<file path="src/hdl/rlu_pkg.sv">
`timescale 1ns / 1ps
// ----------------------------------------------------------------------------
// rlu_pkg: shared types and constants of the IPv4 route lookup core
// Table geometry, verdict codes, stored route entry and result formats.
// ----------------------------------------------------------------------------
package rlu_pkg;

  localparam int TABLE_DEPTH = 16;
  localparam int ADDR_W      = (TABLE_DEPTH > 1) ? $clog2(TABLE_DEPTH) : 1;
  localparam int CNT_W       = $clog2(TABLE_DEPTH + 1);
  localparam int LEN_W       = 6;
  localparam logic [LEN_W-1:0] LEN_MAX = 6'd32;

  typedef enum logic [2:0] {
    VERDICT_ADDED    = 3'd0,
    VERDICT_FULL     = 3'd1,
    VERDICT_TTL      = 3'd2,
    VERDICT_DIRECT   = 3'd3,
    VERDICT_INDIRECT = 3'd4,
    VERDICT_NOROUTE  = 3'd5
  } verdict_t;

  typedef struct packed {
    logic [31:0]      prefix;
    logic [LEN_W-1:0] len;
    logic             direct;
    logic [31:0]      hop;
  } route_entry_t;

  typedef struct packed {
    verdict_t         verdict;
    logic [31:0]      hop;
    logic [LEN_W-1:0] len;
  } result_t;

  localparam int ENTRY_W = $bits(route_entry_t);

  // Leading len bits set; stored lengths never exceed 32.
  function automatic logic [31:0] mask_of(input logic [LEN_W-1:0] len);
    logic [31:0] m;
    if (len >= LEN_MAX) begin
      m = 32'hFFFF_FFFF;
    end else begin
      m = ~(32'hFFFF_FFFF >> len);
    end
    return m;
  endfunction

endpackage

</file>
<file path="src/hdl/rlu_if.sv">
`timescale 1ns / 1ps
// ----------------------------------------------------------------------------
// rlu_in_if / rlu_out_if: valid/ready channels of the route lookup core
// Command channel into the core and result channel out of it.
// ----------------------------------------------------------------------------
interface rlu_in_if;
  logic        valid;
  logic        ready;
  logic        cmd;
  logic [31:0] route_prefix;
  logic [5:0]  prefix_len;
  logic        route_is_direct;
  logic [31:0] route_next_hop;
  logic [31:0] dest_ip;
  logic [7:0]  ttl;

  modport source (
    output valid, cmd, route_prefix, prefix_len, route_is_direct, route_next_hop,
           dest_ip, ttl,
    input  ready
  );
  modport sink (
    input  valid, cmd, route_prefix, prefix_len, route_is_direct, route_next_hop,
           dest_ip, ttl,
    output ready
  );
endinterface

interface rlu_out_if;
  logic        valid;
  logic        ready;
  logic [2:0]  verdict;
  logic [31:0] hop_address;
  logic [5:0]  matched_len;

  modport source (output valid, verdict, hop_address, matched_len, input ready);
  modport sink   (input  valid, verdict, hop_address, matched_len, output ready);
endinterface

</file>
<file path="src/hdl/rlu_ram.sv">
`timescale 1ns / 1ps
// ----------------------------------------------------------------------------
// rlu_ram: generic single-write, single-read RAM
// One write port, one read port with registered read data.
// ----------------------------------------------------------------------------
module rlu_ram #(
  parameter int WIDTH = 8,
  parameter int DEPTH = 16
) (
  input  logic                                          clk,
  input  logic                                          we,
  input  logic [((DEPTH > 1) ? $clog2(DEPTH) : 1)-1:0]  waddr,
  input  logic [WIDTH-1:0]                              wdata,
  input  logic [((DEPTH > 1) ? $clog2(DEPTH) : 1)-1:0]  raddr,
  output logic [WIDTH-1:0]                              rdata
);

  logic [WIDTH-1:0] mem [DEPTH];

  always_ff @(posedge clk) begin
    if (we) begin
      mem[waddr] <= wdata;
    end
    rdata <= mem[raddr];
  end

endmodule

</file>
<file path="src/hdl/ipv4_route_lookup_core.sv">
`timescale 1ns / 1ps
// ----------------------------------------------------------------------------
// ipv4_route_lookup_core: route table lookup, direct routes first, else longest indirect prefix
// Appends routes to a table RAM and scans it to resolve packet destinations.
// ----------------------------------------------------------------------------
//
//  channel  | direction | carries
//  ---------+-----------+------------------------------------------------------
//  in_ch    | sink      | cmd, route fields (add) or dest_ip and ttl (lookup)
//  out_ch   | source    | verdict, hop_address, matched_len (one per command)
//
//  Sequence: an add, a TTL-expired lookup or a lookup on an empty table goes
//  from acceptance to S_DONE and then the output register; a lookup first
//  walks the N stored routes in S_SCAN through the single RAM read port, one
//  entry per cycle, before S_DONE. Commands are taken one at a time.
//  Reset clears the control state, the entry count and the output valid; the
//  table RAM needs no clearing pass, since no entry at or above the count is
//  ever used in a match.
//  A result waits in the output register while out_ch stalls; a finished
//  result behind it holds the core until that register drains.
//
module ipv4_route_lookup_core (
  input  logic         clk,
  input  logic         rst_n,
  rlu_in_if.sink       in_ch,
  rlu_out_if.source    out_ch
);

  typedef enum logic [2:0] {
    S_IDLE = 3'b001,
    S_SCAN = 3'b010,
    S_DONE = 3'b100
  } state_t;

  // Control state
  state_t                    state_r, state_nxt;
  logic [rlu_pkg::CNT_W-1:0] count_r, count_nxt;
  logic                      out_valid_r, out_valid_nxt;

  // Payload state
  logic [rlu_pkg::CNT_W-1:0] scan_idx_r, scan_idx_nxt;
  logic [31:0]               dest_r, dest_nxt;
  logic                      dir_found_r, dir_found_nxt;
  logic [rlu_pkg::LEN_W-1:0] dir_len_r, dir_len_nxt;
  logic                      ind_found_r, ind_found_nxt;
  logic [rlu_pkg::LEN_W-1:0] ind_len_r, ind_len_nxt;
  logic [31:0]               ind_hop_r, ind_hop_nxt;
  rlu_pkg::result_t          res_r, res_nxt;
  rlu_pkg::result_t          out_res_r, out_res_nxt;

  // Table RAM ports
  logic                         ram_we;
  logic [rlu_pkg::ADDR_W-1:0]   ram_waddr;
  rlu_pkg::route_entry_t        ram_wentry;
  logic [rlu_pkg::ADDR_W-1:0]   ram_raddr;
  logic [rlu_pkg::ENTRY_W-1:0]  ram_rdata;
  rlu_pkg::route_entry_t        entry;

  logic                       in_fire;
  logic                       out_free;
  logic                       entry_hit;
  logic                       last_entry;
  logic [rlu_pkg::CNT_W-1:0]  scan_idx_inc;
  logic [rlu_pkg::LEN_W-1:0]  add_len;

  rlu_ram #(
    .WIDTH (rlu_pkg::ENTRY_W),
    .DEPTH (rlu_pkg::TABLE_DEPTH)
  ) u_table (
    .clk   (clk),
    .we    (ram_we),
    .waddr (ram_waddr),
    .wdata (ram_wentry),
    .raddr (ram_raddr),
    .rdata (ram_rdata)
  );

  assign entry = rlu_pkg::route_entry_t'(ram_rdata);

  // Accept a new command only between commands.
  assign in_ch.ready = (state_r == S_IDLE);
  assign in_fire     = in_ch.valid && in_ch.ready;
  assign out_free    = !out_valid_r || out_ch.ready;

  assign out_ch.valid       = out_valid_r;
  assign out_ch.verdict     = out_res_r.verdict;
  assign out_ch.hop_address = out_res_r.hop;
  assign out_ch.matched_len = out_res_r.len;

  // Saturate an oversized prefix length to a host route.
  assign add_len = (in_ch.prefix_len > rlu_pkg::LEN_MAX) ? rlu_pkg::LEN_MAX
                                                         : in_ch.prefix_len;

  // Entry under test arrives from the registered RAM read, the cycle after its address went out.
  assign entry_hit    = (entry.prefix == (dest_r & rlu_pkg::mask_of(entry.len)));
  assign scan_idx_inc = scan_idx_r + 1'b1;
  assign last_entry   = (scan_idx_r == (count_r - 1'b1));

  // Walk the table: entry zero is read on acceptance, the next one each
  // scan cycle.
  assign ram_raddr = (state_r == S_SCAN) ? scan_idx_inc[rlu_pkg::ADDR_W-1:0] : '0;

  // Append at the current count.
  assign ram_waddr         = count_r[rlu_pkg::ADDR_W-1:0];
  assign ram_wentry.prefix = in_ch.route_prefix;
  assign ram_wentry.len    = add_len;
  assign ram_wentry.direct = in_ch.route_is_direct;
  assign ram_wentry.hop    = in_ch.route_next_hop;

  always_comb begin
    state_nxt     = state_r;
    count_nxt     = count_r;
    out_valid_nxt = out_valid_r;
    scan_idx_nxt  = scan_idx_r;
    dest_nxt      = dest_r;
    dir_found_nxt = dir_found_r;
    dir_len_nxt   = dir_len_r;
    ind_found_nxt = ind_found_r;
    ind_len_nxt   = ind_len_r;
    ind_hop_nxt   = ind_hop_r;
    res_nxt       = res_r;
    out_res_nxt   = out_res_r;
    ram_we        = 1'b0;

    // Drop the output transaction once taken.
    if (out_valid_r && out_ch.ready) begin
      out_valid_nxt = 1'b0;
    end

    unique case (state_r)
      S_IDLE: begin
        if (in_fire) begin
          res_nxt.hop = '0;
          res_nxt.len = '0;
          if (!in_ch.cmd) begin
            if (count_r == rlu_pkg::CNT_W'(rlu_pkg::TABLE_DEPTH)) begin
              res_nxt.verdict = rlu_pkg::VERDICT_FULL;
            end else begin
              ram_we          = 1'b1;
              count_nxt       = count_r + 1'b1;
              res_nxt.verdict = rlu_pkg::VERDICT_ADDED;
            end
            state_nxt = S_DONE;
          end else if (in_ch.ttl == 8'd0) begin
            res_nxt.verdict = rlu_pkg::VERDICT_TTL;
            state_nxt       = S_DONE;
          end else if (count_r == '0) begin
            res_nxt.verdict = rlu_pkg::VERDICT_NOROUTE;
            state_nxt       = S_DONE;
          end else begin
            dest_nxt      = in_ch.dest_ip;
            scan_idx_nxt  = '0;
            dir_found_nxt = 1'b0;
            ind_found_nxt = 1'b0;
            state_nxt     = S_SCAN;
          end
        end
      end

      S_SCAN: begin
        // First direct hit wins outright; among indirect hits keep the
        // strictly longer one so that the earlier entry wins ties.
        if (entry_hit && entry.direct && !dir_found_r) begin
          dir_found_nxt = 1'b1;
          dir_len_nxt   = entry.len;
        end
        if (entry_hit && !entry.direct && (!ind_found_r || entry.len > ind_len_r)) begin
          ind_found_nxt = 1'b1;
          ind_len_nxt   = entry.len;
          ind_hop_nxt   = entry.hop;
        end
        scan_idx_nxt = scan_idx_inc;
        if (last_entry) begin
          if (dir_found_nxt) begin
            res_nxt.verdict = rlu_pkg::VERDICT_DIRECT;
            res_nxt.hop     = '0;
            res_nxt.len     = dir_len_nxt;
          end else if (ind_found_nxt) begin
            res_nxt.verdict = rlu_pkg::VERDICT_INDIRECT;
            res_nxt.hop     = ind_hop_nxt;
            res_nxt.len     = ind_len_nxt;
          end else begin
            res_nxt.verdict = rlu_pkg::VERDICT_NOROUTE;
            res_nxt.hop     = '0;
            res_nxt.len     = '0;
          end
          state_nxt = S_DONE;
        end
      end

      S_DONE: begin
        // Hold the result until the output register is free.
        if (out_free) begin
          out_res_nxt   = res_r;
          out_valid_nxt = 1'b1;
          state_nxt     = S_IDLE;
        end
      end

      default: begin
        state_nxt = S_IDLE;
      end
    endcase
  end

  always_ff @(posedge clk) begin
    if (!rst_n) begin
      state_r     <= S_IDLE;
      count_r     <= '0;
      out_valid_r <= 1'b0;
    end else begin
      state_r     <= state_nxt;
      count_r     <= count_nxt;
      out_valid_r <= out_valid_nxt;
    end
  end

  always_ff @(posedge clk) begin
    scan_idx_r  <= scan_idx_nxt;
    dest_r      <= dest_nxt;
    dir_found_r <= dir_found_nxt;
    dir_len_r   <= dir_len_nxt;
    ind_found_r <= ind_found_nxt;
    ind_len_r   <= ind_len_nxt;
    ind_hop_r   <= ind_hop_nxt;
    res_r       <= res_nxt;
    out_res_r   <= out_res_nxt;
  end

endmodule
</file>
<file path="src/flat_wrapper.sv">
// flat-port wrapper written by rule: the top's interface ports become plain ports
module ipv4_route_lookup_core_flat 
  (clk, rst_n, in_ch_valid, in_ch_cmd, in_ch_route_prefix, in_ch_prefix_len, in_ch_route_is_direct, in_ch_route_next_hop, in_ch_dest_ip, in_ch_ttl, in_ch_ready, out_ch_valid, out_ch_verdict, out_ch_hop_address, out_ch_matched_len, out_ch_ready);
  rlu_in_if in_ch_i ();
  rlu_out_if out_ch_i ();
  input  logic clk;
  input  logic rst_n;
  input wire logic [$bits(in_ch_i.valid)-1:0] in_ch_valid;
  input wire logic [$bits(in_ch_i.cmd)-1:0] in_ch_cmd;
  input wire logic [$bits(in_ch_i.route_prefix)-1:0] in_ch_route_prefix;
  input wire logic [$bits(in_ch_i.prefix_len)-1:0] in_ch_prefix_len;
  input wire logic [$bits(in_ch_i.route_is_direct)-1:0] in_ch_route_is_direct;
  input wire logic [$bits(in_ch_i.route_next_hop)-1:0] in_ch_route_next_hop;
  input wire logic [$bits(in_ch_i.dest_ip)-1:0] in_ch_dest_ip;
  input wire logic [$bits(in_ch_i.ttl)-1:0] in_ch_ttl;
  output wire logic [$bits(in_ch_i.ready)-1:0] in_ch_ready;
  output wire logic [$bits(out_ch_i.valid)-1:0] out_ch_valid;
  output wire logic [$bits(out_ch_i.verdict)-1:0] out_ch_verdict;
  output wire logic [$bits(out_ch_i.hop_address)-1:0] out_ch_hop_address;
  output wire logic [$bits(out_ch_i.matched_len)-1:0] out_ch_matched_len;
  input wire logic [$bits(out_ch_i.ready)-1:0] out_ch_ready;
  assign in_ch_i.valid = in_ch_valid;
  assign in_ch_i.cmd = in_ch_cmd;
  assign in_ch_i.route_prefix = in_ch_route_prefix;
  assign in_ch_i.prefix_len = in_ch_prefix_len;
  assign in_ch_i.route_is_direct = in_ch_route_is_direct;
  assign in_ch_i.route_next_hop = in_ch_route_next_hop;
  assign in_ch_i.dest_ip = in_ch_dest_ip;
  assign in_ch_i.ttl = in_ch_ttl;
  assign in_ch_ready = in_ch_i.ready;
  assign out_ch_valid = out_ch_i.valid;
  assign out_ch_verdict = out_ch_i.verdict;
  assign out_ch_hop_address = out_ch_i.hop_address;
  assign out_ch_matched_len = out_ch_i.matched_len;
  assign out_ch_i.ready = out_ch_ready;
  ipv4_route_lookup_core u_core (.clk(clk), .rst_n(rst_n), .in_ch(in_ch_i), .out_ch(out_ch_i));
endmodule
</file>
<file path="config.mk">
export PLATFORM = sky130hd
export DESIGN_NAME = ipv4_route_lookup_core_flat
export DESIGN_NICKNAME = d
export VERILOG_FILES = /design/src/hdl/rlu_pkg.sv /design/src/hdl/rlu_if.sv /design/src/hdl/rlu_ram.sv /design/src/hdl/ipv4_route_lookup_core.sv /design/src/flat_wrapper.sv
export SDC_FILE = /design/constraint.sdc
export NUM_CORES = 2
export LEC_CHECK = 0
export BUFFER_PORTS_ARGS = -buffer_cell sky130_fd_sc_hd__buf_2
export CORE_ASPECT_RATIO = 1.4
export CORE_MARGIN = 4
export CORE_UTILIZATION = 55
export CTS_BUF_LIST = sky130_fd_sc_hd__clkbuf_4 sky130_fd_sc_hd__clkbuf_8 sky130_fd_sc_hd__clkbuf_16
export DETAILED_ROUTE_END_ITERATION = 10
export PLACE_DENSITY = 0.82
export SYNTH_ARGS = -nofsm -noshare
export SYNTH_HDL_FRONTEND = slang
export SYNTH_SLANG_ARGS = --single-unit
export TNS_END_PERCENT = 1
</file>
<file path="constraint.sdc">
create_clock -name clk -period 22.4 [get_ports clk]
set_input_delay 1.12 -clock clk [delete_from_list [all_inputs] [get_ports clk]]
set_output_delay 1.12 -clock clk [all_outputs]
set_load 0.02 [all_outputs]
</file>
# Yosys cells after proc, flatten, opt, wreduce, memory -nomap -nowiden
# Memory sizes are Yosys's and may differ from the RTL's. A register that Yosys moved wholly into a read port is not among the register bits.
# Index checks and enable logic that the tools add are counted.
# W data, S select, Z words.
dict set report op_classes {
  bitwise_logic 6
  shift 1
  reduce_logical 22
  multipliers 0
  eq_ne 13
  magnitude_cmp 3
  muxes 46
  div 0
  addsub 3
}
# cell count
set ops {}
lappend ops {{$mux W41} 3}
lappend ops {{$pmux W41 S2} 1}
lappend ops {{$mux W32} 2}
lappend ops {{$mux W39} 1}
lappend ops {{$and A32 B32 Y32} 1}
lappend ops {{$eq A32 B32 Y1} 1}
lappend ops {{$not A32 Y32} 1}
lappend ops {{$shr A32 B6 Y32 const A} 1}
lappend ops {{$mux W3} 9}
lappend ops {{$mux W5} 4}
lappend ops {{$mux W1} 18}
lappend ops {{$mux W6} 3}
lappend ops {{$add A5 B1 Y5 const B} 2}
lappend ops {{$pmux W5 S2} 1}
lappend ops {{$reduce_and A5 Y1} 2}
lappend ops {{$pmux W3 S3} 1}
lappend ops {{$logic_not A8 Y1} 1}
lappend ops {{$ne A2 B2 Y1 const B} 4}
lappend ops {{$reduce_and A4 Y1} 2}
lappend ops {{$ge A6 B6 Y1 const B} 1}
lappend ops {{$gt A6 B6 Y1} 1}
lappend ops {{$gt A6 B6 Y1 const B} 1}
lappend ops {{$logic_and A1 B1 Y1} 6}
lappend ops {{$reduce_and A3 Y1} 2}
lappend ops {{16 further kinds} 25}
dict set report totals {
  latchBits 0
  memories 1
  reg_bits 174
  rom_bits 0
  elab_cells 111
  mem_bits_rw 1136
}
# name depth width read_ports rd_clocked_by_memory_dff wr line
set mem_list {}
lappend mem_list {u_core.u_table.mem 16 71 1 1 1 rlu_ram.sv:18} ;# logic [WIDTH-1:0] mem [DEPTH];

# Logic depth before layout (Yosys ltp)
dict set report depth {
  ltp_word 13
  mapped_depth 14
}

# Modules after synthesis
# Synthesis repeated with hierarchy kept, for this count alone.
dict set report hier_totals {
  cells_unflattened 2385
  area_unflattened_um2 51658.3
}
# mod area_each_um2 cells_per_inst instances seq_area_each_um2
set by_module_without_submodules {}
lappend by_module_without_submodules {rlu_ram 43907.1 1826 1 35534.1}
lappend by_module_without_submodules {ipv4_route_lookup_core 7751.2 559 1 5134.9}

# Least setup slack after synthesis
# Ideal clock, no wire load.
dict set report synth_path {
  path_kind {input-to-reg}
  from {input in_ch_cmd}
  to {memory u_core.u_table.mem[0][0] (netlist bit), enable pin}
  arrival_ns 8.022
  stages 1
  n_path_buf 0
  path_slack_ns 13.702
  t_required_ns 21.724
  cell_sequence {nor4_1}
}
dict set report synth_via {
  elab_chain_len 5
}
# element line
set synth_lines {}
lappend synth_lines {{start, declared} flat_wrapper.sv:9} ;# input wire logic [$bits(in_ch_i.cmd)-1:0] in_ch_cmd;
lappend synth_lines {{$mux W1} ipv4_route_lookup_core.sv:135} ;# if (!in_ch.cmd) begin
lappend synth_lines {{$mux W1} ipv4_route_lookup_core.sv:132} ;# if (in_fire) begin
lappend synth_lines {{$mux W1} ipv4_route_lookup_core.sv:130} ;# unique case (state_r)
lappend synth_lines {{$mux W1} rlu_ram.sv:21} ;# if (we) begin
lappend synth_lines {{$mux W1 (not written as such)} rlu_ram.sv:22} ;# mem[waddr] <= wdata;
lappend synth_lines {{end, declared} rlu_ram.sv:18}
# Every way passes these cells.

# Worst setup path after layout
dict set report layout_path {
  from {register u_core.state_r[1]}
  to {register u_core.u_table.rdata[26] (read register of u_core.u_table.mem)}
}
dict set report layout_via {
  elab_chain_len 2
}
# element line
set layout_lines {}
lappend layout_lines {{start, declared} ipv4_route_lookup_core.sv:36} ;# state_t state_r, state_nxt;
lappend layout_lines {{start signal, assigned} ipv4_route_lookup_core.sv:212} ;# state_r <= state_nxt;
lappend layout_lines {{$eq A3 B2 Y1} ipv4_route_lookup_core.sv:101} ;# assign ram_raddr = (state_r == S_SCAN) ? scan_idx_inc[rlu_pkg::ADDR_W-1:0] : '0;
lappend layout_lines {{$mux W4} ipv4_route_lookup_core.sv:101}
lappend layout_lines {{end, declared} rlu_ram.sv:15} ;# output logic [WIDTH-1:0] rdata
# Every way passes these cells.
# A chain may end at the register's enable or synchronous reset.

==> out/results.tsv <==
stage	metric	value	unit
clock_tree	cts_buffers	114	
route	postRouteAntennaNets	0	
sta	hold_violations	0	
setup_path	cp_slowest_cell	inv_6	
placement	place_hpwl	63900	um
synthesis	async_flop_share	0	%
placement	dp_cells	4467	
clock_tree	htree_levels	3	
global_route	overflow	0	
sta	slew_viol_final	0	
floorplan	rows	135	
sta	final.setup.tns	0	ns
sta	finalSetupViolCount	0	
route	drt-total-wl	121000	um
clock_tree	holdBufCountCts	0	
route	drc	0	
placement	io_buffers	158	
sta	rsz0062_at_grt	no	
setup_path	endpoint_kind	flop	
floorplan	ioPinCount	159	
route	drt_first_pass_iters	6	
floorplan	die_w	272	um
setup_path	criticalPathCategory	reg -> reg	
pwr	ir_worst_vdd	0.0000731	V
floorplan	die_y	377	um
route	avgRoutedWirePerCell	25.7	um
clock_tree	post_cts_buffers	0	
hold_path	min_path_type	reg -> reg	
placement	gp_congestion	0.873	
floorplan	coreArea	0.0966	mm^2
route	first_iter_violations	3456	
setup_path	cp-start-kind	flop	
route	vias	28990	
clock_tree	cts.sink_count	1381	
synthesis	synthCells	3166	
setup_path	slowest_delay	0.75	ns
clock_tree	cts-root-buf	clkbuf_16	
synthesis	synth_flop_cell	edfxtp_1	
setup_path	cpMostUsedCell	buf_4	
synthesis	synth-edff-count	1301	
synthesis	avgSynthCellArea	16.9	um^2
cells_and_area	syn2layout_area_growth	11.5	%
global_route	antenna_found_initial	13	
run	drv_cap	0	
setup_path	arrival	5.36	ns
route	via_per_inst	6.18	
synthesis	syn_area	0.0535	mm^2
global_route	track_usage	23.1	%
setup_path	r2r_setup_slack	17.66	ns
clock_tree	cts.clk_slew.worst_paths	0.07	ns
sta	fin_skew	0.0423	ns
global_route	grt_max_degree	192	
pwr	p_leak	20.5	nW
cells_and_area	final_cells	4688	
synthesis	ys_warn_count	0	
clock_tree	insertion_delay	0.73	ns
cells_and_area	layout-drive-gt1-share	16.0	%
outcome	status	completed	
sta	clock.fmax	211	MHz
synthesis	syn-num-nets	3293	
sta	fin_crit	4.74	ns
floorplan	initial_utilization	55.4	%
clock_tree	clock_path_buffers	3	
clock_tree	cts_tree	built	
global_route	grt_pass1_vias	28892	
cells_and_area	fin_nets	3409	
synthesis	yosys.cell_types.count	62	
pwr	powerDensity	85.3	mW/mm^2
sta	whs	0.413	ns
global_route	grt_pass1_wl	178000	um
synthesis	seq_area_frac_synth	76.0	%
synthesis	ys_ff_latch	1381	
floorplan	die_area	0.102	mm^2
setup_path	worstPathCellList	nor2b_1 > nand2b_1 > inv_2 > buf_4 > nand2_4 > inv_6 > buf_4 > mux4_2 > a21oi_1	
setup_path	crit_fanout	52	
setup_path	required	23.03	ns
clock_tree	cts_resized	0	
sta	max-slew-margin-rel	11.7	%
sta	final.period_utilization	21.2	%
sta	tightest_slew	1.32	ns
## flip-flops by register name, indices dropped and copies added (netlist names)
signal / cells
u_core.scan_idx_r: 5
u_core.ind_hop_r: 32
u_core.out_ch.hop_address: 32
u_core.out_ch.verdict: 3
u_core.out_ch.matched_len: 6
u_core.u_table.rdata: 71
u_core.out_ch.valid: 1
u_core.state_r: 3
u_core.count_r: 5
u_core.res_r: 41
u_core.u_table.mem: 1136
u_core.dest_r: 32
u_core.ind_len_r: 6
u_core.dir_found_r: 1
u_core.ind_found_r: 1
u_core.dir_len_r: 6
## final cells by class
type | count | area [um^2]
fill | 6543 | 37000
antenna | 7 | 17.5
inverter | 34 | 136
clock buffer | 146 | 3210
sequential | 1381 | 40700
tap | 1301 | 1630
multi-input combinational | 1554 | 12000
clock inverter | 68 | 810
timing repair buffer | 197 | 1130
## cells in the mapped netlist (18+ instances only)
master / number / area share [%]
a211oi_1: 145 / 2.0
a21oi_1: 84 / 0.79
a311oi_1: 143 / 2.3
buf_1: 22 / 0.15
clkbuf_1: 164 / 1.2
dfxtp_1: 80 / 3.0
edfxtp_1: 1301 / 73
inv_1: 30 / 0.21
mux2_2: 30 / 0.63
mux2i_1: 301 / 5.6
mux4_2: 71 / 3.0
nand2_1: 309 / 2.2
nor2b_1: 194 / 2.3
nor3_1: 75 / 0.70
o21ai_0: 26 / 0.24
xnor2_1: 18 / 0.29
## worst paths after layout
| path | start | end | depth (start not counted) |
|---|---|---|---|
| setup / recovery | u_core.state_r[1] | u_core.u_table.rdata[26] | 9 |
| hold / removal | u_core.res_r[5] | u_core.out_ch.matched_len[5] | 0 |
| setup reg to reg | u_core.state_r[1] | u_core.u_table.rdata[26] | 9 |
| hold reg to reg | u_core.res_r[5] | u_core.out_ch.matched_len[5] | 0 |
## cell usage in the layout (no fill, tap or decap), types with 71 or more instances in the layout
cell       synthesis  routed
nand2_1          309     306
clkbuf_16          0     116
nor2b_1          194     193
mux2i_1          301     301
buf_2              7     158
a211oi_1         145     145
edfxtp_1        1301    1301
dfxtp_1           80      80
a21oi_1           84      84
mux4_2            71      71
nor3_1            75      75
a311oi_1         143     143
## through the flow
step                      utilization (%)  power [mW]  setup WS (ns)  cell area [um^2]
final                                61.7        5.09          17.66             59600
after global routing                 61.7        5.23          17.22             59600
after CTS                            61.7        5.11          17.59             59600
after detailed placement             57.5        3.04          17.64             55600
after global placement               57.5        3.04          17.78             55600
after floorplan                         -        2.98          13.70             53500
## kinds of logic after synthesis
kind of cell | Yosys count | share of synthesized area [%]
muxes | 404 | 9.30
buffers and inverters | 231 | 1.69
adders and majority gates | 11 | 0.257
DFF | 1381 | 76.0
and+or+nand+nor | 669 | 6.19
xor gates and xnor gates | 27 | 0.442
AOI/OAI and AO/OA | 443 | 6.10
## power by group
part	total (mW)	internal, mW	switching, mW	leakage (nW)
Sequential	2.87	2.85	0.0183	12.3
Combinational	0.119	0.0344	0.0842	6.25
Clock	2.10	1.20	0.901	1.99
Total	5.09	4.09	1.00	20.5
## worst max-delay path, delay by kind of cell, from the launching register on
kind	cells	cell delay, ns
compound gates	1	0.17
flops	1	0.34
simple gates	3	1.00
mux	1	0.59
buf+inv	4	2.47
## metal layers
layer	vias up	track usage, %	routed length [um]
met5	-	0	8
met4	2	9.92	4920
met3	277	3.54	9670
met2	1494	40.0	61900
met1	14589	29.2	44200
li1	12628	-	-
No activity file was read; power rests on OpenSTA's default activity.
